$ cat config.mk
export PLATFORM = sky130hd
export DESIGN_NAME = pid_speed_controller_clamped
export DESIGN_NICKNAME = d
export VERILOG_FILES = /design/src/hw/rtl/psc_pkg.sv /design/src/hw/rtl/psc_error_stage.sv /design/src/hw/rtl/pid_speed_controller_clamped.sv
export SDC_FILE = /design/constraint.sdc
export NUM_CORES = 2
export LEC_CHECK = 0
export BUFFER_PORTS_ARGS = -buffer_cell sky130_fd_sc_hd__buf_2
export CORE_AREA = 5 5 458 460
export DETAILED_ROUTE_END_ITERATION = 16
export DIE_AREA = 0 0 463 465
export HOLD_SLACK_MARGIN = 0.03
export PLACE_DENSITY = 0.51
export SYNTH_ARGS = -nofsm -noshare
export SYNTH_HDL_FRONTEND = slang
export SYNTH_SLANG_ARGS = --single-unit
$ cat constraint.sdc
create_clock -name clk -period 13.12 [get_ports clk]
set_input_delay 3.936 -clock clk [delete_from_list [all_inputs] [get_ports clk]]
set_output_delay 3.936 -clock clk [all_outputs]
set_load 0.01 [all_outputs]
$ cat src/hw/rtl/psc_pkg.sv
`timescale 1ns / 1ps
// ----------------------------------------------------------------------------
// psc_pkg
// Shared types, widths and constants for the clamped PID speed controller.
// ----------------------------------------------------------------------------
package psc_pkg;

	localparam int FRAC_BITS = 8;

	// field widths
	localparam int IN_W      = 16;
	localparam int GAIN_W    = 16;
	localparam int OFS_W     = 18;
	localparam int OUT_W     = 17;
	localparam int CFG_IDX_W = 8;
	localparam int CFG_W     = 18;

	// internal widths
	localparam int ERR_W    = 24;
	localparam int SUM_W    = 15;
	localparam int DIFF_W   = ERR_W + 1;
	localparam int DERIV_W  = 32;
	localparam int TERM_W   = 18;
	localparam int P_PROD_W = GAIN_W + 1 + ERR_W;
	localparam int I_PROD_W = GAIN_W + 1 + SUM_W;
	localparam int D_PROD_W = GAIN_W + 1 + DERIV_W;
	localparam int TOTAL_W  = D_PROD_W + 1;

	// limits in fixed point
	localparam int SUM_LIMIT  = 50 << FRAC_BITS;
	localparam int TERM_LIMIT = 500 << FRAC_BITS;

	// register indexes
	localparam logic [CFG_IDX_W-1:0] REG_KP_GAIN      = CFG_IDX_W'(0);
	localparam logic [CFG_IDX_W-1:0] REG_KI_GAIN      = CFG_IDX_W'(1);
	localparam logic [CFG_IDX_W-1:0] REG_KD_GAIN      = CFG_IDX_W'(2);
	localparam logic [CFG_IDX_W-1:0] REG_DRIVE_OFFSET = CFG_IDX_W'(3);

	// register reset values
	localparam logic [GAIN_W-1:0]       KP_RESET     = GAIN_W'(48640);
	localparam logic [GAIN_W-1:0]       KI_RESET     = GAIN_W'(17920);
	localparam logic [GAIN_W-1:0]       KD_RESET     = GAIN_W'(335);
	localparam logic signed [OFS_W-1:0] OFFSET_RESET = '0;

	typedef logic signed [ERR_W-1:0]  err_t;
	typedef logic signed [SUM_W-1:0]  sum_t;
	typedef logic signed [DIFF_W-1:0] diff_t;

	typedef struct packed {
		logic signed [IN_W-1:0] set_speed;
		logic signed [IN_W-1:0] measured_speed;
		logic                   direction;
	} psc_in_t;

	typedef struct packed {
		logic [OUT_W-1:0] drive_value;
		logic             drive_direction;
	} psc_out_t;

endpackage

$ cat src/hw/rtl/psc_error_stage.sv
`timescale 1ns / 1ps
// ----------------------------------------------------------------------------
// psc_error_stage
// Speed error, clamped integral and error difference, with the controller
// state registers.
// ----------------------------------------------------------------------------
module psc_error_stage import psc_pkg::*; (
	input  logic                   clk,
	input  logic                   arst_n,
	input  logic                   load,
	input  logic signed [IN_W-1:0] set_speed,
	input  logic signed [IN_W-1:0] measured_speed,
	output err_t                   err_s2,
	output sum_t                   sum_s2,
	output diff_t                  diff_s2
);

	localparam logic signed [ERR_W:0] SumHi = (ERR_W + 1)'(SUM_LIMIT);
	localparam logic signed [ERR_W:0] SumLo = -SumHi;

	sum_t                  error_sum_q;
	err_t                  previous_error_q;
	err_t                  sp_ext;
	err_t                  ms_ext;
	err_t                  ms_scaled;
	err_t                  err_now;
	logic signed [ERR_W:0] sum_wide;
	sum_t                  sum_next;
	diff_t                 diff_now;

	always_comb begin
		sp_ext    = $signed({{(ERR_W - IN_W){set_speed[IN_W-1]}}, set_speed});
		ms_ext    = $signed({{(ERR_W - IN_W){measured_speed[IN_W-1]}}, measured_speed});
		// times 100
		ms_scaled = (ms_ext <<< 6) + (ms_ext <<< 5) + (ms_ext <<< 2);
		err_now   = sp_ext - ms_scaled;
		sum_wide  = $signed({{(ERR_W + 1 - SUM_W){error_sum_q[SUM_W-1]}}, error_sum_q})
			+ $signed({err_now[ERR_W-1], err_now});
		if (sum_wide > SumHi) begin
			sum_next = SumHi[SUM_W-1:0];
		end else if (sum_wide < SumLo) begin
			sum_next = SumLo[SUM_W-1:0];
		end else begin
			sum_next = sum_wide[SUM_W-1:0];
		end
		diff_now  = $signed({err_now[ERR_W-1], err_now})
			- $signed({previous_error_q[ERR_W-1], previous_error_q});
	end

	always_ff @(posedge clk or negedge arst_n) begin
		if (!arst_n) begin
			error_sum_q      <= '0;
			previous_error_q <= '0;
		end else if (load) begin
			error_sum_q      <= sum_next;
			previous_error_q <= err_now;
		end
	end

	always_ff @(posedge clk) begin
		if (load) begin
			err_s2  <= err_now;
			sum_s2  <= sum_next;
			diff_s2 <= diff_now;
		end
	end

endmodule

$ cat src/hw/rtl/pid_speed_controller_clamped.sv
`timescale 1ns / 1ps
// ----------------------------------------------------------------------------
// pid_speed_controller_clamped
// PID speed controller with integral clamp and clamped drive output.
// ----------------------------------------------------------------------------
// datapath: a result beat passes through in_s1, the error stage, the s3 and s4 registers and out_q
// throughput: one beat per cycle while out_ready does not stall the output, through the five-stage registered datapath
// stall: each stage holds its beat while the next stage is full and stalled
// reset: clears valid bits and the integral and previous error state,
// gains and offset return to their defaults
module pid_speed_controller_clamped import psc_pkg::*; (
	input  logic                 clk,
	input  logic                 arst_n,
	input  logic                 in_valid,
	output logic                 in_ready,
	input  psc_in_t              in_data,
	output logic                 out_valid,
	input  logic                 out_ready,
	output psc_out_t             out_data,
	input  logic                 cfg_we,
	input  logic [CFG_IDX_W-1:0] cfg_index,
	input  logic [CFG_W-1:0]     cfg_data
);

	localparam logic signed [P_PROD_W-1:0] PHi = P_PROD_W'(TERM_LIMIT);
	localparam logic signed [P_PROD_W-1:0] PLo = -PHi;
	localparam logic signed [I_PROD_W-1:0] IHi = I_PROD_W'(TERM_LIMIT);
	localparam logic signed [I_PROD_W-1:0] ILo = -IHi;
	localparam logic signed [TOTAL_W-1:0]  THi = TOTAL_W'(TERM_LIMIT);

	// configuration registers
	logic [GAIN_W-1:0]       kp_q;
	logic [GAIN_W-1:0]       ki_q;
	logic [GAIN_W-1:0]       kd_q;
	logic signed [OFS_W-1:0] offset_q;

	always_ff @(posedge clk or negedge arst_n) begin
		if (!arst_n) begin
			kp_q     <= KP_RESET;
			ki_q     <= KI_RESET;
			kd_q     <= KD_RESET;
			offset_q <= OFFSET_RESET;
		end else if (cfg_we) begin
			unique case (cfg_index)
				REG_KP_GAIN: begin
					kp_q <= cfg_data[GAIN_W-1:0];
				end
				REG_KI_GAIN: begin
					ki_q <= cfg_data[GAIN_W-1:0];
				end
				REG_KD_GAIN: begin
					kd_q <= cfg_data[GAIN_W-1:0];
				end
				REG_DRIVE_OFFSET: begin
					offset_q <= $signed(cfg_data[OFS_W-1:0]);
				end
				default: begin
				end
			endcase
		end
	end

	// pipeline control
	logic v_s1, v_s2, v_s3, v_s4, out_valid_q;
	logic en_s1, en_s2, en_s3, en_s4, en_o;

	assign en_o  = !out_valid_q || out_ready;
	assign en_s4 = !v_s4 || en_o;
	assign en_s3 = !v_s3 || en_s4;
	assign en_s2 = !v_s2 || en_s3;
	assign en_s1 = !v_s1 || en_s2;
	assign in_ready  = en_s1;
	assign out_valid = out_valid_q;

	always_ff @(posedge clk or negedge arst_n) begin
		if (!arst_n) begin
			v_s1        <= 1'b0;
			v_s2        <= 1'b0;
			v_s3        <= 1'b0;
			v_s4        <= 1'b0;
			out_valid_q <= 1'b0;
		end else begin
			if (en_s1) v_s1 <= in_valid;
			if (en_s2) v_s2 <= v_s1;
			if (en_s3) v_s3 <= v_s2;
			if (en_s4) v_s4 <= v_s3;
			if (en_o) out_valid_q <= v_s4;
		end
	end

	// stage 1: input register
	psc_in_t in_s1;

	always_ff @(posedge clk) begin
		if (en_s1 && in_valid) begin
			in_s1 <= in_data;
		end
	end

	// stage 2: error, integral, difference
	err_t  err_s2;
	sum_t  sum_s2;
	diff_t diff_s2;
	logic  dir_s2;

	psc_error_stage u_error_stage (
		.clk            (clk),
		.arst_n         (arst_n),
		.load           (en_s2 && v_s1),
		.set_speed      (in_s1.set_speed),
		.measured_speed (in_s1.measured_speed),
		.err_s2         (err_s2),
		.sum_s2         (sum_s2),
		.diff_s2        (diff_s2)
	);

	always_ff @(posedge clk) begin
		if (en_s2 && v_s1) begin
			dir_s2 <= in_s1.direction;
		end
	end

	// stage 3: P and I products, derivative
	logic signed [P_PROD_W-1:0] p_prod;
	logic signed [I_PROD_W-1:0] i_prod;
	logic signed [DERIV_W-1:0]  diff_ext;
	logic signed [DERIV_W-1:0]  deriv;
	logic signed [P_PROD_W-1:0] p_prod_s3;
	logic signed [I_PROD_W-1:0] i_prod_s3;
	logic signed [DERIV_W-1:0]  deriv_s3;
	logic                       dir_s3;

	always_comb begin
		p_prod   = P_PROD_W'($signed({1'b0, kp_q})) * P_PROD_W'(err_s2);
		i_prod   = I_PROD_W'($signed({1'b0, ki_q})) * I_PROD_W'(sum_s2);
		diff_ext = $signed({{(DERIV_W - DIFF_W){diff_s2[DIFF_W-1]}}, diff_s2});
		// times 100
		deriv    = (diff_ext <<< 6) + (diff_ext <<< 5) + (diff_ext <<< 2);
	end

	always_ff @(posedge clk) begin
		if (en_s3 && v_s2) begin
			p_prod_s3 <= p_prod;
			i_prod_s3 <= i_prod;
			deriv_s3  <= deriv;
			dir_s3    <= dir_s2;
		end
	end

	// stage 4: clamp P and I, D product
	logic signed [P_PROD_W-1:0] p_shift;
	logic signed [I_PROD_W-1:0] i_shift;
	logic signed [TERM_W-1:0]   p_term;
	logic signed [TERM_W-1:0]   i_term;
	logic signed [D_PROD_W-1:0] d_prod;
	logic signed [TERM_W-1:0]   p_s4;
	logic signed [TERM_W-1:0]   i_s4;
	logic signed [D_PROD_W-1:0] d_prod_s4;
	logic                       dir_s4;

	always_comb begin
		p_shift = p_prod_s3 >>> FRAC_BITS;
		i_shift = i_prod_s3 >>> FRAC_BITS;
		if (p_shift > PHi) begin
			p_term = PHi[TERM_W-1:0];
		end else if (p_shift < PLo) begin
			p_term = PLo[TERM_W-1:0];
		end else begin
			p_term = p_shift[TERM_W-1:0];
		end
		if (i_shift > IHi) begin
			i_term = IHi[TERM_W-1:0];
		end else if (i_shift < ILo) begin
			i_term = ILo[TERM_W-1:0];
		end else begin
			i_term = i_shift[TERM_W-1:0];
		end
		d_prod = D_PROD_W'($signed({1'b0, kd_q})) * D_PROD_W'(deriv_s3);
	end

	always_ff @(posedge clk) begin
		if (en_s4 && v_s3) begin
			p_s4      <= p_term;
			i_s4      <= i_term;
			d_prod_s4 <= d_prod;
			dir_s4    <= dir_s3;
		end
	end

	// stage 5: sum and output clamp
	logic signed [D_PROD_W-1:0] d_term;
	logic signed [TOTAL_W-1:0]  total;
	logic [OUT_W-1:0]           drive;
	psc_out_t                   out_q;

	always_comb begin
		d_term = d_prod_s4 >>> FRAC_BITS;
		total  = $signed({{(TOTAL_W - TERM_W){p_s4[TERM_W-1]}}, p_s4})
			+ $signed({{(TOTAL_W - TERM_W){i_s4[TERM_W-1]}}, i_s4})
			+ $signed({d_term[D_PROD_W-1], d_term})
			+ $signed({{(TOTAL_W - OFS_W){offset_q[OFS_W-1]}}, offset_q});
		if (total > THi) begin
			drive = THi[OUT_W-1:0];
		end else if (total < TOTAL_W'(0)) begin
			drive = '0;
		end else begin
			drive = total[OUT_W-1:0];
		end
	end

	always_ff @(posedge clk) begin
		if (en_o && v_s4) begin
			out_q.drive_value     <= drive;
			out_q.drive_direction <= dir_s4;
		end
	end

	assign out_data = out_q;

endmodule

; ---- Word level (Yosys, flattened, before mapping)
; Cells that the tools add are included.
[word_totals]
reg_bits = 418
in_bits = 64
output_inout_bits = 20
wordCells = 83
[classes]
n_addsub = 10
mul = 3
magnitude_cmp = 8
n_eq_ne = 3
n_mux = 5
n_reduce_logical = 23
[op_table]
columns = cell, n
row1 = 17-bit by 32-bit multiplier with 49-bit output, 1
row2 = 42-bit by 18-bit adder with 43-bit output, 1
row3 = "43-bit by 18-bit > comparator with 1-bit output, second input constant", 1
row4 = "43-bit by 1-bit less-than comparator with 1-bit output, second input constant", 1
row5 = 19-bit by 41-bit adder with 42-bit output, 1
row6 = 17-bit by 24-bit multiplier with 41-bit output, 1
row7 = 18-bit two-way mux, 2
row8 = "33-bit by 18-bit > comparator with 1-bit output, second input constant", 1
row9 = "33-bit by 18-bit less-than comparator with 1-bit output, second input constant", 1
row10 = 31-bit by 30-bit adder with 32-bit output, 1
row11 = 32-bit by 27-bit adder with 32-bit output, 1
row12 = 17-bit by 15-bit multiplier with 32-bit output, 1
row13 = 15-bit two-way mux, 2
row14 = 15-bit by 24-bit adder with 25-bit output, 1
row15 = "25-bit by 15-bit > comparator with 1-bit output, second input constant", 1
row16 = "25-bit by 15-bit less-than comparator with 1-bit output, second input constant", 1
row17 = 24-bit by 24-bit subtractor with 25-bit output, 1
row18 = 23-bit by 18-bit adder with 24-bit output, 1
row19 = "24-bit by 18-bit > comparator with 1-bit output, second input constant", 1
row20 = "24-bit by 18-bit less-than comparator with 1-bit output, second input constant", 1
row21 = 16-bit by 24-bit subtractor with 24-bit output, 1
row22 = 22-bit by 21-bit adder with 23-bit output, 1
row23 = 18-bit by 18-bit adder with 19-bit output, 1
row24 = 17-bit two-way mux, 1
row25 = other kinds (8), 26

; ---- Longest topological paths before layout
[logic_depth]
word_depth = 7
depth_mapped = 27
ltp_nobuf = 25

; ---- Cells and area by module
; A second synthesis with hierarchy kept.
[hier_totals]
hier_cells = 6313
area_unflattened_um2 = 61649.1
[modules_own_cells]
columns = module, n_inst, cells_per_inst, area_each_um2, seq_area_each_um2
row1 = pid_speed_controller_clamped, 1, 5445, 53297.4, 8341.8
row2 = psc_error_stage, 1, 868, 8351.8, 2897.8

; ---- Worst setup path before layout
; No wires, ideal clock.
[synth_path]
kind = input port to output port
from = in out_ready
to = out in_ready
t_arrival_ns = 4.468
required_time_ns = 9.184
setup_slack_ns = 4.716
path_stages = 4
n_path_buf = 0
cell_sequence = nor2b_1 > nand4_1 > inv_1 > nand2_1
[synth_via]
elab_chain_len = 5
[synth_rtl]
columns = element, line_no
row1 = start: declaration, pid_speed_controller_clamped.sv:18  ; input logic out_ready,
row2 = 1-bit logical OR, pid_speed_controller_clamped.sv:67  ; assign en_o = !out_valid_q || out_ready;
row3 = 1-bit logical OR, pid_speed_controller_clamped.sv:68  ; assign en_s4 = !v_s4 || en_o;
row4 = 1-bit logical OR, pid_speed_controller_clamped.sv:69  ; assign en_s3 = !v_s3 || en_s4;
row5 = 1-bit logical OR, pid_speed_controller_clamped.sv:70  ; assign en_s2 = !v_s2 || en_s3;
row6 = 1-bit logical OR, pid_speed_controller_clamped.sv:71  ; assign en_s1 = !v_s1 || en_s2;
row7 = end: declaration, pid_speed_controller_clamped.sv:15  ; output logic in_ready,
; Every way passes these cells.

; ---- Final worst setup path
; Same ends and word-level chain as after synthesis.

==> impl_metrics.py <==
metrics = {
    "floorplan": {
        "die_span_in_x_um": 463,
        "ioPinCount": 84,
        "die_area_um2": 215000,
        "placement_rows": 167,
        "initial_core_util": 0.298,
        "die_boundary_height_um": 465,
        "core_region_area_um2": 206000,
    },
    "power_and_ir_drop": {
        "ir_worst_vdd_mv": 0.138,
        "powerDensity_nw_per_um2": 193,
        "leakage_nw": 31.1,
    },
    "clock_tree": {
        "tritoncts": "built",
        "cts_resized": 0,
        "htree_levels": 2,
        "postCtsSetupBuffers": 0,
        "clk_pin_slew_worst_paths_ps": 60,
        "cts.sinks": 392,
        "clock_insertion_delay_worst_skew_ps": 650,
        "post_cts_hold_buffer_count": 0,
        "ctsRootBufferMaster": "clkbuf_16",
        "cts_buffer_depth": 3,
        "cts-buffers-inserted": 48,
    },
    "hold_path": {
        "min_to": "dir_s4",
        "hold_depth": 0,
        "critical_hold_path_startpoint": "dir_s3",
        "hold_path_class": "reg2reg",
    },
    "final_layout": {
        "drive_gt1_frac": 0.0532,
        "leading_cell_type_in_the_layout_fill_and_taps_excluded": "inv_1",
        "layout.cells.most_common_list": "1514 x inv_1, 1127 x fa_1, 867 x nand2_1",
        "fin_area_um2": 66200,
        "finish.utilization": 0.322,
        "layout_overhead_on_the_synthesized_area_pct": 8.10,
        "layout.nets": 7993,
    },
    "worst_setup_path": {
        "critical_path.endpoint_type": "output pin",
        "ff2ff_setup_slack_ps": 5510,
        "path_class": "in2out",
        "worst-r2r-cell-count": 24,
        "critPathMaxFanout": 5,
        "r2r-start": "kd_q[2]",
        "crit-reg2reg-capture": "d_prod_s4[45]",
        "startpoint_type": "input port",
        "critical_path_required_ps": 9180,
        "cp_data_arrival_time_ps": 5260,
    },
    "timing": {
        "timing.max_slew.rel_slack": 0.205,
        "post-route-period-util": 0.701,
        "min_period_ps": 9200,
        "grt_setup_unrepaired": "no",
        "final-hold-violation-count": 0,
        "fin_worst_skew_ps": 33.6,
        "worstMarginPinSlew_ps": 1190,
        "finalSetupTns_ps": 0,
        "setup_violations": 0,
        "drv_slew": 0,
        "fmax_mhz": 109,
    },
    "yosys": {
        "synthDistinctLibCells": 94,
        "postSynthCellCount": 6367,
        "postSynth.asyncResetShare": 0.281,
        "synth.ff_latch_count": 392,
        "dominantRegCellSynth": "edfxtp_1",
        "synth.net_count": 8024,
        "synthesis.area_per_instance_um2": 9.62,
        "synth-warning-count": 0,
        "synthesis.area_um2": 61300,
        "synth_enable_flop_cells": 282,
        "ys_seq_area_frac": 0.183,
    },
    "placed_design": {
        "port_buffer_count": 83,
        "place.gp.congestion": 0.850,
        "detailed_place_hpwl_um": 125000,
        "detailed_place.area_um2": 64600,
    },
    "routing": {
        "met2WireLength_um": 72800,
        "top_signal_layer_used": "met4",
        "detail-route-antenna-nets": 0,
        "vias_per_cell": 4.68,
        "initialDrtViolationCount": 2425,
        "avgRoutedWirePerCell_um": 17.5,
        "detail_route.first_pass.iterations": 5,
        "met3_length_um": 7660,
        "met1_length_um": 75200,
        "routed-via-count": 42500,
        "routed_wl_um": 159000,
        "drt_drc_violations_left": 0,
    },
    "global_routing": {
        "grtUsageTotal": 0.150,
        "grt_antenna_before_repair": 9,
        "global_route_wire_length_before_repair_um": 259000,
        "grt_overflow_total": 0,
        "pin_count_of_the_biggest_net_entering_global_routing": 56,
        "vias_in_the_first_global_route": 45900,
    },
    "outcome": {
        "run_status": "finished, final reports clean",
    },
    "job": {
        "max_cap_violations": 0,
    },
}
-- cell families (layout without fill, tap and decap cells) --
kind of cell,after synthesis,count (layout),synth area share
AO/OA/AOI/OAI,632,632,0.0683
XOR/XNOR,186,186,0.0266
adder cells (fa/ha/maj),1593,1593,0.463
buffers and inverters,1723,1731,0.106
flip-flops,392,392,0.183
multiplexers,81,81,0.0147
other,0,3,0
AND/OR/NAND/NOR,1760,1760,0.138
-- power breakdown --
group          internal, mW  switching, mW  leakage, nW
combinational          3.48           5.13         26.1
clock                 0.771          0.593        0.761
sequential             2.05          0.785         4.16
total                  6.30           6.51         31.1
-- worst max-delay path, stage by stage --
cell     delay [ps]
buf_2           130
nor2b_1         300
nand4_1         400
inv_1           170
nand2_1         130
buf_2           180
-- cells in the mapped netlist (all sizes together), types with 15 or more instances --
master	instances	share of area
o21a	29	0.0036
nor2	175	0.011
a31oi	25	0.0026
ha	465	0.095
clkbuf	197	0.012
a21o	77	0.0095
nor4	19	0.0020
o31ai	20	0.0027
o21bai	20	0.0025
fa	1128	0.37
nor2b	39	0.0040
edfxtp	282	0.14
mux2	71	0.013
xnor2	130	0.019
a21oi	176	0.015
o21ai	123	0.010
xor2	56	0.0080
a211oi	19	0.0025
dfstp	15	0.0064
dfrtp	95	0.039
nand2	867	0.053
nand4	30	0.0032
and3	34	0.0035
nand2b	47	0.0048
inv	1516	0.093
nand3	38	0.0032
and2	380	0.039
o211ai	19	0.0023
nor3	57	0.0052
-- metrics by stage --
stage	std cells	hold WS (ps)	total power, mW	worst slack, ps
floorplan	6367	400	8.95	4720
global placement	8990	414	11.3	3870
detailed placement	8990	419	11.5	3880
CTS	9079	429	12.9	3870
global route	9081	447	14.1	3800
finish	9082	421	12.8	3920
-- final cells by class --
| cell class | instances | area, µm² |
|---|---|---|
| fillers | 21400 | 139000 |
| multi-input cells | 4252 | 43600 |
| flip-flops and latches | 392 | 11200 |
| inverters | 1516 | 5690 |
| well taps | 2704 | 3380 |
| clock buffers | 64 | 1300 |
| repair buffers | 126 | 741 |
| clock inverters | 25 | 303 |
| diodes | 3 | 7.51 |
-- per-layer routing --
layer	global-route usage	vias to the layer above
li1	-	19500
met1	0.217	21800
met2	0.243	981
met3	0.0166	177
met4	0.0350	0
met5	0	-
-- registers in the layout (all words and copies together), names as in the netlist, 16 cells and up --
name,count
d_prod_s4,41
in_s1,33
p_prod_s3,33
deriv_s3,30
u_error_stage.diff_s2,25
i_prod_s3,24
u_error_stage.err_s2,24
u_error_stage.previous_error_q,24
i_s4,18
offset_q,18
out_data,18
p_s4,18
kd_q,16
ki_q,16
kp_q,16
-- worst max-delay path by stage --
stage	startpoint	to	slack (ps)	depth (start not counted)
floorplan	out_ready	in_ready	4720	4
global placement	out_ready	in_ready	3870	6
detailed placement	out_ready	in_ready	3880	6
CTS	out_ready	in_ready	3870	6
global route	out_ready	in_ready	3800	6
finish	out_ready	in_ready	3920	6
Power figures use the tool's default switching activity.
